[src/design/bspm_pkg.sv]
// Shared types and constants for the batch slot pool manager.
// Used by bspm_slot_pool, bspm_counters and batch_slot_pool_manager.
`timescale 1ns / 1ps

package bspm_pkg;

    localparam int SLOT_COUNT = 8;
    // index width into the per-slot arrays (at least one bit)
    localparam int SLOT_IW    = (SLOT_COUNT > 1) ? $clog2(SLOT_COUNT) : 1;
    localparam int FILL_W     = $clog2(SLOT_COUNT + 1);
    localparam int SLOT_ID_W  = 6;
    localparam int CNT_W      = 32;
    localparam int CFG_IDX_W  = 2;

    typedef enum logic [1:0] {
        KIND_ACQUIRE = 2'd0,
        KIND_PUBLISH = 2'd1,
        KIND_RELEASE = 2'd2,
        KIND_STATS   = 2'd3
    } kind_t;

    typedef enum logic [2:0] {
        ST_OK       = 3'd0,
        ST_EMPTY    = 3'd1,
        ST_RANGE    = 3'd2,
        ST_BAD      = 3'd3,
        ST_SENDFAIL = 3'd4
    } status_t;

    typedef enum logic [CFG_IDX_W-1:0] {
        CFG_MAGIC   = 2'd0,
        CFG_VERSION = 2'd1,
        CFG_TYPE    = 2'd2
    } cfg_idx_t;

    typedef struct packed {
        kind_t       kind;
        logic        may_wait;
        logic [7:0]  slot;
        logic [31:0] seq_no;
        logic        send_ok;
        logic [7:0]  busy_retries;
        logic        length_ok;
        logic [31:0] msg_magic;
        logic [7:0]  msg_version;
        logic [7:0]  msg_type;
    } req_t;

    typedef struct packed {
        logic [31:0] magic;
        logic [7:0]  version;
        logic [7:0]  type_code;
    } cfg_t;

    // counter update requests from the slot pool
    typedef struct packed {
        logic       sent_inc;
        logic [7:0] busy_add;
        logic       failed_inc;
        logic       released_inc;
        logic       bad_inc;
        logic       wait_inc;
    } evt_t;

    typedef struct packed {
        logic [CNT_W-1:0] sent;
        logic [CNT_W-1:0] busy;
        logic [CNT_W-1:0] failed;
        logic [CNT_W-1:0] released;
        logic [CNT_W-1:0] bad;
        logic [CNT_W-1:0] waits;
    } cnt_t;

endpackage

[src/design/bspm_slot_pool.sv]
// Free-slot FIFO, per-slot in-flight flags and sequence numbers.
// Decides status and counter events for one transaction. Depends on bspm_pkg.
`timescale 1ns / 1ps

module bspm_slot_pool (
    input  logic                            clk,
    input  logic                            rst_n,
    input  logic                            en,
    input  bspm_pkg::req_t                  req,
    input  bspm_pkg::cfg_t                  cfg,
    output bspm_pkg::status_t               status,
    output logic [bspm_pkg::SLOT_ID_W-1:0]  granted,
    output bspm_pkg::evt_t                  evt
);

    localparam int TAIL_W = bspm_pkg::SLOT_IW + 1;
    localparam logic [TAIL_W-1:0] N_T = TAIL_W'(bspm_pkg::SLOT_COUNT);

    logic [bspm_pkg::SLOT_ID_W-1:0] fifo_reg [bspm_pkg::SLOT_COUNT];
    logic [bspm_pkg::SLOT_IW-1:0]   head_reg, head_next;
    logic [bspm_pkg::FILL_W-1:0]    fill_reg, fill_next;
    logic                           in_flight_reg [bspm_pkg::SLOT_COUNT];
    logic [31:0]                    seq_reg [bspm_pkg::SLOT_COUNT];

    logic [bspm_pkg::SLOT_IW-1:0] slot_idx;
    logic [bspm_pkg::SLOT_IW-1:0] tail;
    logic [TAIL_W-1:0]            tail_sum;
    logic                         slot_ok, fifo_full, rel_good;
    logic                         pop, push, seq_we, flight_set, flight_clr;

    assign slot_idx  = req.slot[bspm_pkg::SLOT_IW-1:0];
    assign slot_ok   = req.slot < 8'(bspm_pkg::SLOT_COUNT);
    assign fifo_full = fill_reg == bspm_pkg::FILL_W'(bspm_pkg::SLOT_COUNT);
    assign tail_sum  = TAIL_W'(head_reg) + TAIL_W'(fill_reg);
    assign tail      = (tail_sum >= N_T) ? bspm_pkg::SLOT_IW'(tail_sum - N_T)
                                         : bspm_pkg::SLOT_IW'(tail_sum);

    assign rel_good = req.length_ok
                   && (req.msg_magic == cfg.magic)
                   && (req.msg_version == cfg.version)
                   && (req.msg_type == cfg.type_code)
                   && slot_ok
                   && in_flight_reg[slot_idx]
                   && (seq_reg[slot_idx] == req.seq_no);

    always_comb
    begin
        status     = bspm_pkg::ST_OK;
        granted    = '0;
        evt        = '0;
        pop        = 1'b0;
        push       = 1'b0;
        seq_we     = 1'b0;
        flight_set = 1'b0;
        flight_clr = 1'b0;
        case (req.kind)
            bspm_pkg::KIND_ACQUIRE:
            begin
                if (fill_reg != '0)
                begin
                    pop     = 1'b1;
                    granted = fifo_reg[head_reg];
                end
                else
                begin
                    status       = bspm_pkg::ST_EMPTY;
                    evt.wait_inc = req.may_wait;
                end
            end
            bspm_pkg::KIND_PUBLISH:
            begin
                if (!slot_ok)
                begin
                    status = bspm_pkg::ST_RANGE;
                end
                else
                begin
                    seq_we       = 1'b1;
                    evt.busy_add = req.busy_retries;
                    if (req.send_ok)
                    begin
                        flight_set   = 1'b1;
                        evt.sent_inc = 1'b1;
                    end
                    else
                    begin
                        // failed send goes back to the pool; dropped if full
                        flight_clr     = 1'b1;
                        push           = !fifo_full;
                        evt.failed_inc = 1'b1;
                        status         = bspm_pkg::ST_SENDFAIL;
                    end
                end
            end
            bspm_pkg::KIND_RELEASE:
            begin
                if (!rel_good)
                begin
                    evt.bad_inc = 1'b1;
                    status      = bspm_pkg::ST_BAD;
                end
                else
                begin
                    flight_clr = 1'b1;
                    if (!fifo_full)
                    begin
                        push             = 1'b1;
                        evt.released_inc = 1'b1;
                    end
                    else
                    begin
                        evt.bad_inc = 1'b1;
                        status      = bspm_pkg::ST_BAD;
                    end
                end
            end
            default:
            begin
            end
        endcase
    end

    always_comb
    begin
        head_next = head_reg;
        fill_next = fill_reg;
        if (en && pop)
        begin
            head_next = (head_reg == bspm_pkg::SLOT_IW'(bspm_pkg::SLOT_COUNT - 1))
                      ? '0 : head_reg + 1'b1;
            fill_next = fill_reg - 1'b1;
        end
        else if (en && push)
        begin
            fill_next = fill_reg + 1'b1;
        end
    end

    always_ff @(posedge clk or negedge rst_n)
    begin
        if (!rst_n)
        begin
            head_reg <= '0;
            fill_reg <= bspm_pkg::FILL_W'(bspm_pkg::SLOT_COUNT);
            for (int i = 0; i < bspm_pkg::SLOT_COUNT; i++)
            begin
                fifo_reg[i]      <= bspm_pkg::SLOT_ID_W'(i);
                in_flight_reg[i] <= 1'b0;
                seq_reg[i]       <= '0;
            end
        end
        else
        begin
            head_reg <= head_next;
            fill_reg <= fill_next;
            if (en && push)
            begin
                fifo_reg[tail] <= req.slot[bspm_pkg::SLOT_ID_W-1:0];
            end
            if (en && seq_we)
            begin
                seq_reg[slot_idx] <= req.seq_no;
            end
            if (en && flight_set)
            begin
                in_flight_reg[slot_idx] <= 1'b1;
            end
            else if (en && flight_clr)
            begin
                in_flight_reg[slot_idx] <= 1'b0;
            end
        end
    end

    a_fill_bound: assert property (@(posedge clk) disable iff (!rst_n)
        fill_reg <= bspm_pkg::FILL_W'(bspm_pkg::SLOT_COUNT))
        else $error("free fill above slot count");

    a_pop_fill: assert property (@(posedge clk) disable iff (!rst_n)
        en && pop |=> fill_reg == $past(fill_reg) - 1'b1)
        else $error("pop did not drop the fill");

    a_idle_hold: assert property (@(posedge clk) disable iff (!rst_n)
        !(en && (pop || push)) |=> $stable(fill_reg) && $stable(head_reg))
        else $error("FIFO pointers moved without a pop or push");

    a_flight_set: assert property (@(posedge clk) disable iff (!rst_n)
        en && flight_set |=> in_flight_reg[$past(slot_idx)])
        else $error("successful publish did not mark the slot in flight");

endmodule

[src/design/bspm_counters.sv]
// Six wrapping 32-bit statistics counters.
// Bumped from slot pool events; depends on bspm_pkg.
`timescale 1ns / 1ps

module bspm_counters (
    input  logic           clk,
    input  logic           rst_n,
    input  logic           en,
    input  bspm_pkg::evt_t evt,
    output bspm_pkg::cnt_t cnt
);

    bspm_pkg::cnt_t cnt_reg, cnt_next;

    always_comb
    begin
        cnt_next = cnt_reg;
        if (en)
        begin
            cnt_next.sent     = cnt_reg.sent + bspm_pkg::CNT_W'(evt.sent_inc);
            cnt_next.busy     = cnt_reg.busy + bspm_pkg::CNT_W'(evt.busy_add);
            cnt_next.failed   = cnt_reg.failed + bspm_pkg::CNT_W'(evt.failed_inc);
            cnt_next.released = cnt_reg.released + bspm_pkg::CNT_W'(evt.released_inc);
            cnt_next.bad      = cnt_reg.bad + bspm_pkg::CNT_W'(evt.bad_inc);
            cnt_next.waits    = cnt_reg.waits + bspm_pkg::CNT_W'(evt.wait_inc);
        end
    end

    always_ff @(posedge clk or negedge rst_n)
    begin
        if (!rst_n)
        begin
            cnt_reg <= '0;
        end
        else
        begin
            cnt_reg <= cnt_next;
        end
    end

    assign cnt = cnt_reg;

endmodule

[src/design/batch_slot_pool_manager.sv]
// Top level of the batch slot pool manager: input register, config registers,
// slot pool, counters and result register. Depends on bspm_pkg,
// bspm_slot_pool and bspm_counters.
//
//  channel | signals                              | direction
//  --------+--------------------------------------+----------
//  request | in_valid/in_ready + request fields   | in
//  result  | out_valid/out_ready + result fields  | out
//  config  | cfg_we, cfg_index, cfg_data          | in, write only
//
// A transaction lands in the input register, is processed by the slot pool and
// counters, and its result is loaded into the output register. Throughput is
// one transaction per cycle while out_ready is high; out_valid rises once the
// accepted transaction has passed the input register and reached the output register.
// A result held by out_ready low stalls the input register, which holds one
// transaction; in_ready drops only when both are full and out_ready is low.
// Reset fills the free FIFO with slots 0..N-1 and clears all counters.
`timescale 1ns / 1ps

module batch_slot_pool_manager (
    input  logic                                clk,
    input  logic                                rst_n,
    input  logic                                cfg_we,
    input  logic [bspm_pkg::CFG_IDX_W-1:0]      cfg_index,
    input  logic [31:0]                         cfg_data,
    input  logic                                in_valid,
    output logic                                in_ready,
    input  logic [1:0]                          kind,
    input  logic                                may_wait,
    input  logic [7:0]                          slot,
    input  logic [31:0]                         seq_no,
    input  logic                                send_ok,
    input  logic [7:0]                          busy_retries,
    input  logic                                length_ok,
    input  logic [31:0]                         msg_magic,
    input  logic [7:0]                          msg_version,
    input  logic [7:0]                          msg_type,
    output logic                                out_valid,
    input  logic                                out_ready,
    output logic [2:0]                          status,
    output logic [bspm_pkg::SLOT_ID_W-1:0]      granted_slot,
    output logic [31:0]                         sent_count,
    output logic [31:0]                         busy_count,
    output logic [31:0]                         failed_count,
    output logic [31:0]                         released_count,
    output logic [31:0]                         bad_release_count,
    output logic [31:0]                         wait_count
);

    bspm_pkg::cfg_t  cfg_reg;
    bspm_pkg::req_t  req_reg;
    logic            req_valid_reg;
    logic            out_valid_reg;
    bspm_pkg::status_t              status_reg;
    logic [bspm_pkg::SLOT_ID_W-1:0] granted_reg;
    bspm_pkg::cnt_t                 stats_reg;

    bspm_pkg::status_t              pool_status;
    logic [bspm_pkg::SLOT_ID_W-1:0] pool_granted;
    bspm_pkg::evt_t                 evt;
    bspm_pkg::cnt_t                 cnt;
    logic                           advance;

    assign advance  = req_valid_reg && (!out_valid_reg || out_ready);
    assign in_ready = !req_valid_reg || advance;

    always_ff @(posedge clk or negedge rst_n)
    begin
        if (!rst_n)
        begin
            cfg_reg <= '0;
        end
        else if (cfg_we)
        begin
            case (cfg_index)
                bspm_pkg::CFG_MAGIC:   cfg_reg.magic     <= cfg_data;
                bspm_pkg::CFG_VERSION: cfg_reg.version   <= cfg_data[7:0];
                bspm_pkg::CFG_TYPE:    cfg_reg.type_code <= cfg_data[7:0];
                default:
                begin
                end
            endcase
        end
    end

    always_ff @(posedge clk or negedge rst_n)
    begin
        if (!rst_n)
        begin
            req_valid_reg <= 1'b0;
        end
        else if (in_ready)
        begin
            req_valid_reg <= in_valid;
        end
    end

    always_ff @(posedge clk)
    begin
        if (in_valid && in_ready)
        begin
            req_reg.kind         <= bspm_pkg::kind_t'(kind);
            req_reg.may_wait     <= may_wait;
            req_reg.slot         <= slot;
            req_reg.seq_no       <= seq_no;
            req_reg.send_ok      <= send_ok;
            req_reg.busy_retries <= busy_retries;
            req_reg.length_ok    <= length_ok;
            req_reg.msg_magic    <= msg_magic;
            req_reg.msg_version  <= msg_version;
            req_reg.msg_type     <= msg_type;
        end
    end

    bspm_slot_pool u_pool (
        .clk     (clk),
        .rst_n   (rst_n),
        .en      (advance),
        .req     (req_reg),
        .cfg     (cfg_reg),
        .status  (pool_status),
        .granted (pool_granted),
        .evt     (evt)
    );

    bspm_counters u_counters (
        .clk   (clk),
        .rst_n (rst_n),
        .en    (advance),
        .evt   (evt),
        .cnt   (cnt)
    );

    always_ff @(posedge clk or negedge rst_n)
    begin
        if (!rst_n)
        begin
            out_valid_reg <= 1'b0;
        end
        else if (advance)
        begin
            out_valid_reg <= 1'b1;
        end
        else if (out_ready)
        begin
            out_valid_reg <= 1'b0;
        end
    end

    always_ff @(posedge clk)
    begin
        if (advance)
        begin
            status_reg  <= pool_status;
            granted_reg <= pool_granted;
            // stats are reported only on a read-stats transaction
            stats_reg   <= (req_reg.kind == bspm_pkg::KIND_STATS) ? cnt : '0;
        end
    end

    assign out_valid         = out_valid_reg;
    assign status            = status_reg;
    assign granted_slot      = granted_reg;
    assign sent_count        = stats_reg.sent;
    assign busy_count        = stats_reg.busy;
    assign failed_count      = stats_reg.failed;
    assign released_count    = stats_reg.released;
    assign bad_release_count = stats_reg.bad;
    assign wait_count        = stats_reg.waits;

endmodule
[config.mk]
export PLATFORM = sky130hd
export DESIGN_NAME = batch_slot_pool_manager
export DESIGN_NICKNAME = d
export VERILOG_FILES = /design/src/design/bspm_pkg.sv /design/src/design/bspm_slot_pool.sv /design/src/design/bspm_counters.sv /design/src/design/batch_slot_pool_manager.sv
export SDC_FILE = /design/constraint.sdc
export NUM_CORES = 1
export LEC_CHECK = 0
export ABC_AREA = 0
export BUFFER_PORTS_ARGS = -buffer_cell sky130_fd_sc_hd__buf_2
export CORE_MARGIN = 1.5
export CORE_UTILIZATION = 40
export CTS_CLUSTER_DIAMETER = 50
export CTS_CLUSTER_SIZE = 28
export DETAILED_ROUTE_END_ITERATION = 10
export SETUP_SLACK_MARGIN = 0.15
export SYNTH_ARGS = -nofsm -noshare
export SYNTH_HDL_FRONTEND = slang
export SYNTH_HIERARCHICAL = 1
export SYNTH_SLANG_ARGS = --single-unit
[constraint.sdc]
create_clock -name clk -period 8.5 [get_ports clk]
set_input_delay 1.7 -clock clk [delete_from_list [all_inputs] [get_ports clk]]
set_output_delay 1.7 -clock clk [all_outputs]
set_load 0.05 [all_outputs]
==> results of run 1 <==
[area by class of cell]
class	instances	area, um2	area share
clock buffer	114	2620	0.0598
antenna	2	5.00	0.000114
clock inverter	74	1050	0.0240
inverter	26	97.6	0.00223
timing repair buffer	371	1990	0.0455
multi-input combinational	1562	13300	0.304
tap	1243	1560	0.0356
sequential	863	23100	0.529
[Yosys cell counts, types with 8 or more instances]
| library cell | number | area (um2) |
|---|---|---|
| mux2_2 | 351 | 3950 |
| edfxtp_1 | 302 | 9070 |
| buf_1 | 20 | 75.1 |
| and3_1 | 227 | 1420 |
| nor3_1 | 22 | 110 |
| mux4_2 | 44 | 991 |
| a21oi_1 | 21 | 105 |
| buf_4 | 8 | 60.1 |
| mux2i_1 | 60 | 601 |
| nand2_1 | 101 | 379 |
| xor2_1 | 55 | 482 |
| clkbuf_1 | 98 | 368 |
| dfrtp_1 | 548 | 13700 |
| dfstp_2 | 13 | 342 |
| and2_1 | 42 | 263 |
| inv_1 | 25 | 93.8 |
| nor2_1 | 51 | 191 |
| buf_2 | 24 | 120 |
| o22ai_1 | 10 | 62.6 |
| and4_1 | 25 | 219 |
| ha_1 | 27 | 338 |
| o21ai_0 | 16 | 80.1 |
| nand4_1 | 74 | 463 |
| nor4_1 | 11 | 68.8 |
| a22oi_1 | 11 | 82.6 |
| nand3_1 | 69 | 345 |
| nor2b_1 | 12 | 75.1 |
| xnor2_1 | 192 | 1680 |
| nand2b_1 | 20 | 125 |
[path summary, 6_finish.rpt]
check / from / end / slack, ns / depth (start not counted)
max: req_reg[90] / u_counters/cnt[93] / 3.01 / 16
min: u_counters/cnt[31] / u_counters/cnt[31] / 0.47 / 1
max reg2reg: req_reg[90] / u_counters/cnt[93] / 3.01 / 16
min reg2reg: u_counters/cnt[31] / u_counters/cnt[31] / 0.47 / 1
max in group asynchronous: rst_n / u_counters/cnt[151] / 5.42 / 3
min in group asynchronous: rst_n / u_pool/seq_reg[160] / 0.97 / 1
[power by group]
group	internal [mW]	switching, mW
registers	4.53	0.193
logic	0.335	0.629
clock network	2.69	1.93
total	7.56	2.75
[kinds of logic after synthesis]
group                    after synthesis  synth area share
buffers and inverters                183            0.0215
AND/OR/NAND/NOR                      709             0.114
AO/OA/AOI/OAI                        111            0.0207
flip-flops                           863             0.622
multiplexers                         464             0.152
adder cells (fa/ha/maj)               30            0.0107
XOR/XNOR                             248            0.0586
[routing by layer]
metal | vias up | global-route usage | part of all wire
li1 | 10196 | - | -
met1 | 11254 | 0.235 | 0.43
met2 | 596 | 0.301 | 0.48
met3 | 144 | 0.0357 | 0.058
met4 | 4 | 0.0687 | 0.030
met5 | - | 0 | 0.00029
[metrics by stage]
step,util,cells
finish,0.476,4255
CTS,0.476,4253
global route,0.476,4255
floorplan,-,2608
detailed placement,0.436,4065
global placement,0.436,4065
==> run metrics, run 1 <==
status=complete, no violations; DRC viols=0; unrepaired setup endpoints after global routing=no; commonest non-fill, non-tap cells in the layout=dfrtp_1 (548), mux2_2 (351), buf_2 (341); Post-Syn Instances=between 2000 and 3000; Buffers & Inverters on Critical Path=2; VDD IR max=between 0.15 and 0.2 mV; Vias/cell=5.22; CTS Hold Bufs=0; CORE AREA=91800 um2; Initial Utilization=0.405; pwr/cell area=236 nW/um2; gr usage total=0.182; Critical Path Slowest Stage Cell=nor4bb_1; Netlist Area Pre-Place=between 30000 and 40000 um2; vias in the first global route=23486; post-route minimum period=5.49 ns; initial antenna violation count=4; WP data required=9.06 ns; fillers=7938; CTS H-tree lvls=3; Avg Inst Size Synth=14.3 um2; setup violators final=0; CP max FO=32; Avg WL per Cell=20.2 um; Netlist cell types=79; CP Cell Sequence=buf_4, buf_4, nand2b_1, o22ai_1, a221oi_1, xor2_1, or4_4, nor2_1, nor4bb_1, and2_1, ha_1, nand4_1, nor3_2, nor4b_4, nand4_1, xnor2_1; share of cells above drive strength 1=0.335; first-pass GRT wire length=135000 um; post-synth net total=2778; CTS clk-pin slew, worst paths=0.08 ns; CP endpoint kind=flip-flop; WL final=85900 um; Hold Violations, Final=0; final setup TNS=0 ns; Detail Route Antenna Nets=0; worst hold slack=around 0.47 ns; hold crit path type=reg2reg; vias=22194; pre-CTS setup slack=2.97 ns; Slew HR=0.310; # nets final=3093; routability congestion estimate=0.820; kind of critical path=reg2reg; crit start category=flip-flop; Worst Path Arrival=a little over 6 ns; clock root buffer=clkbuf_16; Clock Latency Late Sink=around 0.68 ns; P_leak=20.0 nW; FFs w/ async S/R, synth=0.650; crit-path max cell delay=0.61 ns; slack of the critical path=3.01 ns; Post CTS Setup Buffer Count=0; f_max=182 MHz; DRT Pass-1 Iters=5; die height=308 um; die footprint=94800 um2; IO buf count=342; max FFs per register=256; Placed Instance Area=between 40000 and 50000 um2; final max-slew violation count=0; largest net degree at the start of global routing=187; Post-synth EDFFs=302; DR iter-0 viols=1308; period utilization=0.646; Max Root-Sink Buffers=3; worst-margin pin slew=1.03 ns; Layout Skew=0.0413 ns; final instance area=about 44000 um2; most common cell after layout, fill and taps aside=dfrtp_1; Seq/Total Area, Yosys=0.622; CTS resizes=0; grt ovf=0; CTS tree=yes; detailed-placement wirelength estimate=56600 um; Top delay family on crit path=simple AND/OR/NAND/NOR gates; Boundary Pins=343; synth warn=6; Num CTS Buffers=99; Max Cap Viol=0; Die W=308 um; Yosys reg bits=863; Site Rows=111; Top FF cell, synth=dfrtp_1; CTS sink count=863; Pwr Total=10.3 mW; P&R area growth vs syn=17.6%
Power figures use the tool's default switching activity.
==> run 2, diff against run 1 <==
==> constraint.sdc (replaced) <==
create_clock -name clk -period 5.7 [get_ports clk]
set_input_delay 1.14 -clock clk [delete_from_list [all_inputs] [get_ports clk]]
set_output_delay 1.14 -clock clk [all_outputs]
set_load 0.05 [all_outputs]
==> run 2 against run 1 <==
Combinational power increased by 51%. Via count increased by 1.2%. First-iteration DRC count decreased by 2.0%. Largest cell class unchanged. Die area unchanged. Utilization increased by 0.48 points. Critical path depth increased by 2. Cell area increased by 1.0%. Register-to-register slack got worse by 2.3 ns. Non-clock buffer count increased by 31. Sequential power increased by 49%. Clock power increased by 52%.
==> run metrics, run 2 (same netlist as run 1, synthesis figures left out) <==
gr usage total=0.184; Slew HR=0.283; CP endpoint kind=flip-flop; crit start category=flip-flop; CTS Hold Bufs=0; DRT Pass-1 Iters=5; Initial Utilization=0.405; final max-slew violation count=0; detailed-placement wirelength estimate=57900 um; CTS tree=yes; kind of critical path=reg2reg; most common cell after layout, fill and taps aside=dfrtp_1; routability congestion estimate=0.809; worst-margin pin slew=about 1.1 ns; die height=308 um; grt ovf=0; Layout Skew=0.0290 ns; Hold Violations, Final=0; Max Root-Sink Buffers=3; Site Rows=111; post-route minimum period=about 5 ns; first-pass GRT wire length=137000 um; IO buf count=342; share of cells above drive strength 1=0.346; Detail Route Antenna Nets=0; setup violators final=0; WP data required=between 6 and 7 ns; CTS sink count=863; unrepaired setup endpoints after global routing=no; Placed Instance Area=40300 um2; vias=about 22000; period utilization=0.879; CTS H-tree lvls=3; DR iter-0 viols=1282; initial antenna violation count=5; status=complete, no violations; Num CTS Buffers=105; Boundary Pins=343; pwr/cell area=between 300 and 400 nW/um2; commonest non-fill, non-tap cells in the layout=dfrtp_1 (548), mux2_2 (351), buf_2 (341); Worst R2R Setup Slack=between 0.6 and 0.7 ns; largest net degree at the start of global routing=131; max FFs per register=256; # nets final=3130; Die W=308 um; Clock Latency Late Sink=roughly 0.68 ns; Worst Path Arrival=about 5.6 ns; DRC viols=0; vias in the first global route=23678; CTS clk-pin slew, worst paths=0.06 ns; Max Cap Viol=0; Avg WL per Cell=20.4 um; hold crit path type=reg2reg; P_leak=20.3 nW; final instance area=between 40000 and 50000 um2; VDD IR max=0.284 mV; fin util=0.481; f_max=200 MHz; WL final=87500 um; CORE AREA=just over 90000 um2; die footprint=94800 um2; clock root buffer=clkbuf_16; CP max FO=20; Vias/cell=5.23; P&R area growth vs syn=18.8%; final setup TNS=0 ns
run 2: cell count changes in the layout (fill, tap and decap cells not counted), moves of 3 or more:
cell,previous run,this run
inv_6,10,19
clkinvlp_4,7,12
clkbuf_16,101,108
bufinv_16,12,9
buf_4,25,49
buf_12,4,11
clkinv_2,6,10
inv_4,3,0
clkbuf_1,9,6
clkinv_4,9,5
run 2: report_power, final:
part           internal, mW  leakage [nW]  switching [mW]
logic                 0.518          7.81           0.939
clock network          4.09          1.82            2.94
registers              6.76          10.6           0.286
total                  11.4          20.3            4.17
run 2: final cells by class:
| cell class | count | area (um2) |
|---|---|---|
| sequential | 863 | 23100 |
| clock inverter | 81 | 983 |
| timing repair buffer | 402 | 2310 |
| inverter | 26 | 97.6 |
| multi-input combinational | 1562 | 13300 |
| tap | 1243 | 1560 |
| fill | 7936 | 47600 |
| antenna | 3 | 7.51 |
| clock buffer | 119 | 2790 |
run 2: path summary, 6_finish.rpt:
kind | start | endpoint | depth (start not counted)
max | req_reg[92] | u_counters/cnt[92] | 18
min | u_counters/cnt[159] | u_counters/cnt[159] | 1
max reg2reg | req_reg[92] | u_counters/cnt[92] | 18
min reg2reg | u_counters/cnt[159] | u_counters/cnt[159] | 1
max in group asynchronous | rst_n | u_pool/fifo_reg[45] | 2
min in group asynchronous | rst_n | u_pool/seq_reg[117] | 1
run 2: critical path: stages (launching register included):
cell      delay (ns)
edfxtp_1        0.56
buf_4           0.23
buf_12          0.15
inv_1           0.17
nand2_1         0.09
mux4_2          0.49
mux2i_1         0.16
or4_1           0.65
a21oi_1         0.17
nor4bb_2        0.41
buf_4           0.19
and2_1          0.13
ha_1            0.19
ha_1            0.17
and3_1          0.22
nand3_2         0.14
nor4_4          0.44
nand3_1         0.15
xnor2_1         0.15
run 2: layer usage:
metal  up-vias  part of all wire  GRT usage
met4         2             0.023     0.0585
met3       125             0.052     0.0298
met2       607              0.50      0.311
met5         -           0.00019          0
li1      10254                 -          -
met1     11480              0.43      0.242
run 2: repair_timing:
item	in CTS	in global routing
setup buffers	0	13
endpoints found under the setup margin	0	26
resized for setup	0	1
run 2: through the flow:
stage / total power [mW] / hold slack [ns] / cells / setup slack, ns
after floorplan: 8.13 / 0.435 / 2608 / 1.08
after global placement: 8.59 / 0.451 / 4083 / 0.213
after detailed placement: 8.64 / 0.459 / 4083 / 0.185
after CTS: 15.7 / 0.469 / 4283 / 0.179
after global routing: 16.1 / 0.488 / 4297 / 0.358
final: 15.5 / 0.468 / 4299 / 0.689
==> run 3, diff against run 2 <==
--- a/config.mk
+++ b/config.mk
@@ -7,11 +7,14 @@
 export LEC_CHECK = 0
 export ABC_AREA = 0
 export BUFFER_PORTS_ARGS = -buffer_cell sky130_fd_sc_hd__buf_2
+export CELL_PAD_IN_SITES_DETAIL_PLACEMENT = 1
+export CELL_PAD_IN_SITES_GLOBAL_PLACEMENT = 2
 export CORE_MARGIN = 1.5
 export CORE_UTILIZATION = 40
 export CTS_CLUSTER_DIAMETER = 50
 export CTS_CLUSTER_SIZE = 28
 export DETAILED_ROUTE_END_ITERATION = 10
+export PLACE_DENSITY_LB_ADDON = 0.1
 export SETUP_SLACK_MARGIN = 0.15
 export SYNTH_ARGS = -nofsm -noshare
 export SYNTH_HDL_FRONTEND = slang
==> run 3 against run 2 <==
Global-route usage increased by 1.8 points. Sequential power about the same. Maximum frequency decreased by 2.3%. Sequential cell count unchanged. Worst setup slack got worse by 0.12 ns. Final cell count about the same. Routed wire length increased by 8.3%. Count of clock-buffer cells in the layout increased by 14. Register-to-register slack got worse by 0.12 ns. First-iteration DRC count decreased by 21%. Die area unchanged. Via count decreased by 0.11%.
==> run metrics, run 3 (same netlist as run 1, synthesis figures left out) <==
status=complete, no violations; gr usage total=0.203; CTS resizes=0; P&R area growth vs syn=19.1%; max FFs per register=256; Pwr Total=between 15 and 20 mW; DRC viols=0; CTS clk-pin slew, worst paths=0.06 ns; Worst R2R Setup Slack=0.57 ns; Initial Utilization=0.405; hold endpoint=u_counters/cnt[63]; IO buf count=342; Clock Latency Late Sink=0.69 ns; Max Root-Sink Buffers=3; Avg WL per Cell=22.1 um; Boundary Pins=343; vias in the first global route=24732; CTS Hold Bufs=0; startpoint of the lowest-slack hold path=u_counters/cnt[63]; Num CTS Buffers=111; post-route minimum period=between 5 and 6 ns; unrepaired setup endpoints after global routing=no; worst-margin pin slew=1.18 ns; die height=roughly 300 um; hold crit path type=reg2reg; Slew HR=0.212; P_leak=~20 nW; Worst Path Arrival=~5.7 ns; hold path depth=1; largest net degree at the start of global routing=155; final setup TNS=0 ns; CTS tree=yes; CORE AREA=91800 um2; die footprint=between 90000 and 100000 um2; WP data required=approximately 6.3 ns; Site Rows=111; kind of critical path=reg2reg; initial antenna violation count=5; R2R Path Start=req_reg[91]; pre-CTS setup slack=around 0.33 ns; CP max FO=45; fillers=9077; Vias/cell=5.22; Post CTS Setup Buffer Count=0; vias=around 22000; share of cells above drive strength 1=0.341; crit start category=flip-flop; Max Cap Viol=0; WL final=around 95000 um; most common cell after layout, fill and taps aside=dfrtp_1; commonest non-fill, non-tap cells in the layout=dfrtp_1 (548), mux2_2 (351), buf_2 (341); Die W=308 um; Reg2Reg Depth=18; VDD IR max=0.252 mV; DRT Pass-1 Iters=4; setup violators final=0; period utilization=0.899; slack of the critical path=0.573 ns; f_max=195 MHz; Detail Route Antenna Nets=0; first-pass GRT wire length=149000 um; DR iter-0 viols=1008; Hold Violations, Final=0; clock root buffer=clkbuf_16; final max-slew violation count=0; Layout Skew=a little under 0.03 ns; CTS H-tree lvls=3; detailed-placement wirelength estimate=around 64000 um; routability congestion estimate=0.762; pwr/cell area=~360 nW/um2; # nets final=3123; Reg-to-Reg End=u_counters/cnt[92]; CP endpoint kind=flip-flop; CTS sink count=863; grt ovf=0
[run 3: stage by stage]
stage,util,hold slack (ns),instances,area [um2]
floorplan,-,0.435,2608,37200
global placement,0.439,0.463,4079,40300
detailed placement,0.439,0.463,4079,40300
CTS,0.482,0.473,4291,44200
global route,0.482,0.491,4296,44300
finish,0.482,0.473,4296,44300
[run 3: critical path, stage by stage, from the launching register on]
cell      delay, ns
edfxtp_1       0.37
buf_12         0.30
buf_4          0.37
nor2b_1        0.19
a221oi_2       0.31
o22ai_1        0.13
xor2_1         0.15
or4_1          0.69
a21oi_1        0.18
nor4bb_1       0.51
buf_4          0.21
and2_1         0.13
ha_1           0.17
ha_1           0.16
and3_1         0.24
nand3_2        0.14
nor4_4         0.43
nand3_1        0.15
xnor2_1        0.15
[run 3: layout make-up]
cell class	count	area [um2]	share of cell area
Sequential cell	863	23100	0.522
Multi-Input combinational cell	1562	13300	0.300
Clock buffer	133	2990	0.0674
Timing Repair Buffer	389	2250	0.0508
Tap cell	1243	1560	0.0351
Clock inverter	79	971	0.0219
Inverter	26	97.6	0.00220
Antenna cell	1	2.50	0.0000565
[run 3: routing by layer]
layer,routed length [um],share of wire,vias up,track usage
li1,-,-,10249,-
met1,41700,0.44,11646,0.264
met2,47000,0.50,396,0.345
met3,3430,0.036,151,0.0343
met4,2710,0.029,2,0.0614
met5,13,0.00014,-,0
[run 3: where the power goes]
group	total, mW	switching [mW]	internal (mW)	leakage (nW)
clock network	7.33	2.93	4.39	1.94
logic	1.48	0.966	0.517	7.76
registers	7.06	0.297	6.76	10.6
[run 3: worst max-delay path by stage]
stage | endpoint | slack, ns | depth (start not counted) | startpoint
after floorplan | u_pool/fifo_reg[30] | 1.08 | 8 | out_ready
after global placement | u_counters/cnt[86] | 0.39 | 17 | req_reg[92]
after detailed placement | u_counters/cnt[86] | 0.33 | 17 | req_reg[92]
after CTS | u_counters/cnt[86] | 0.31 | 17 | req_reg[92]
after global routing | u_counters/cnt[92] | 0.24 | 18 | req_reg[91]
final | u_counters/cnt[92] | 0.57 | 18 | req_reg[91]
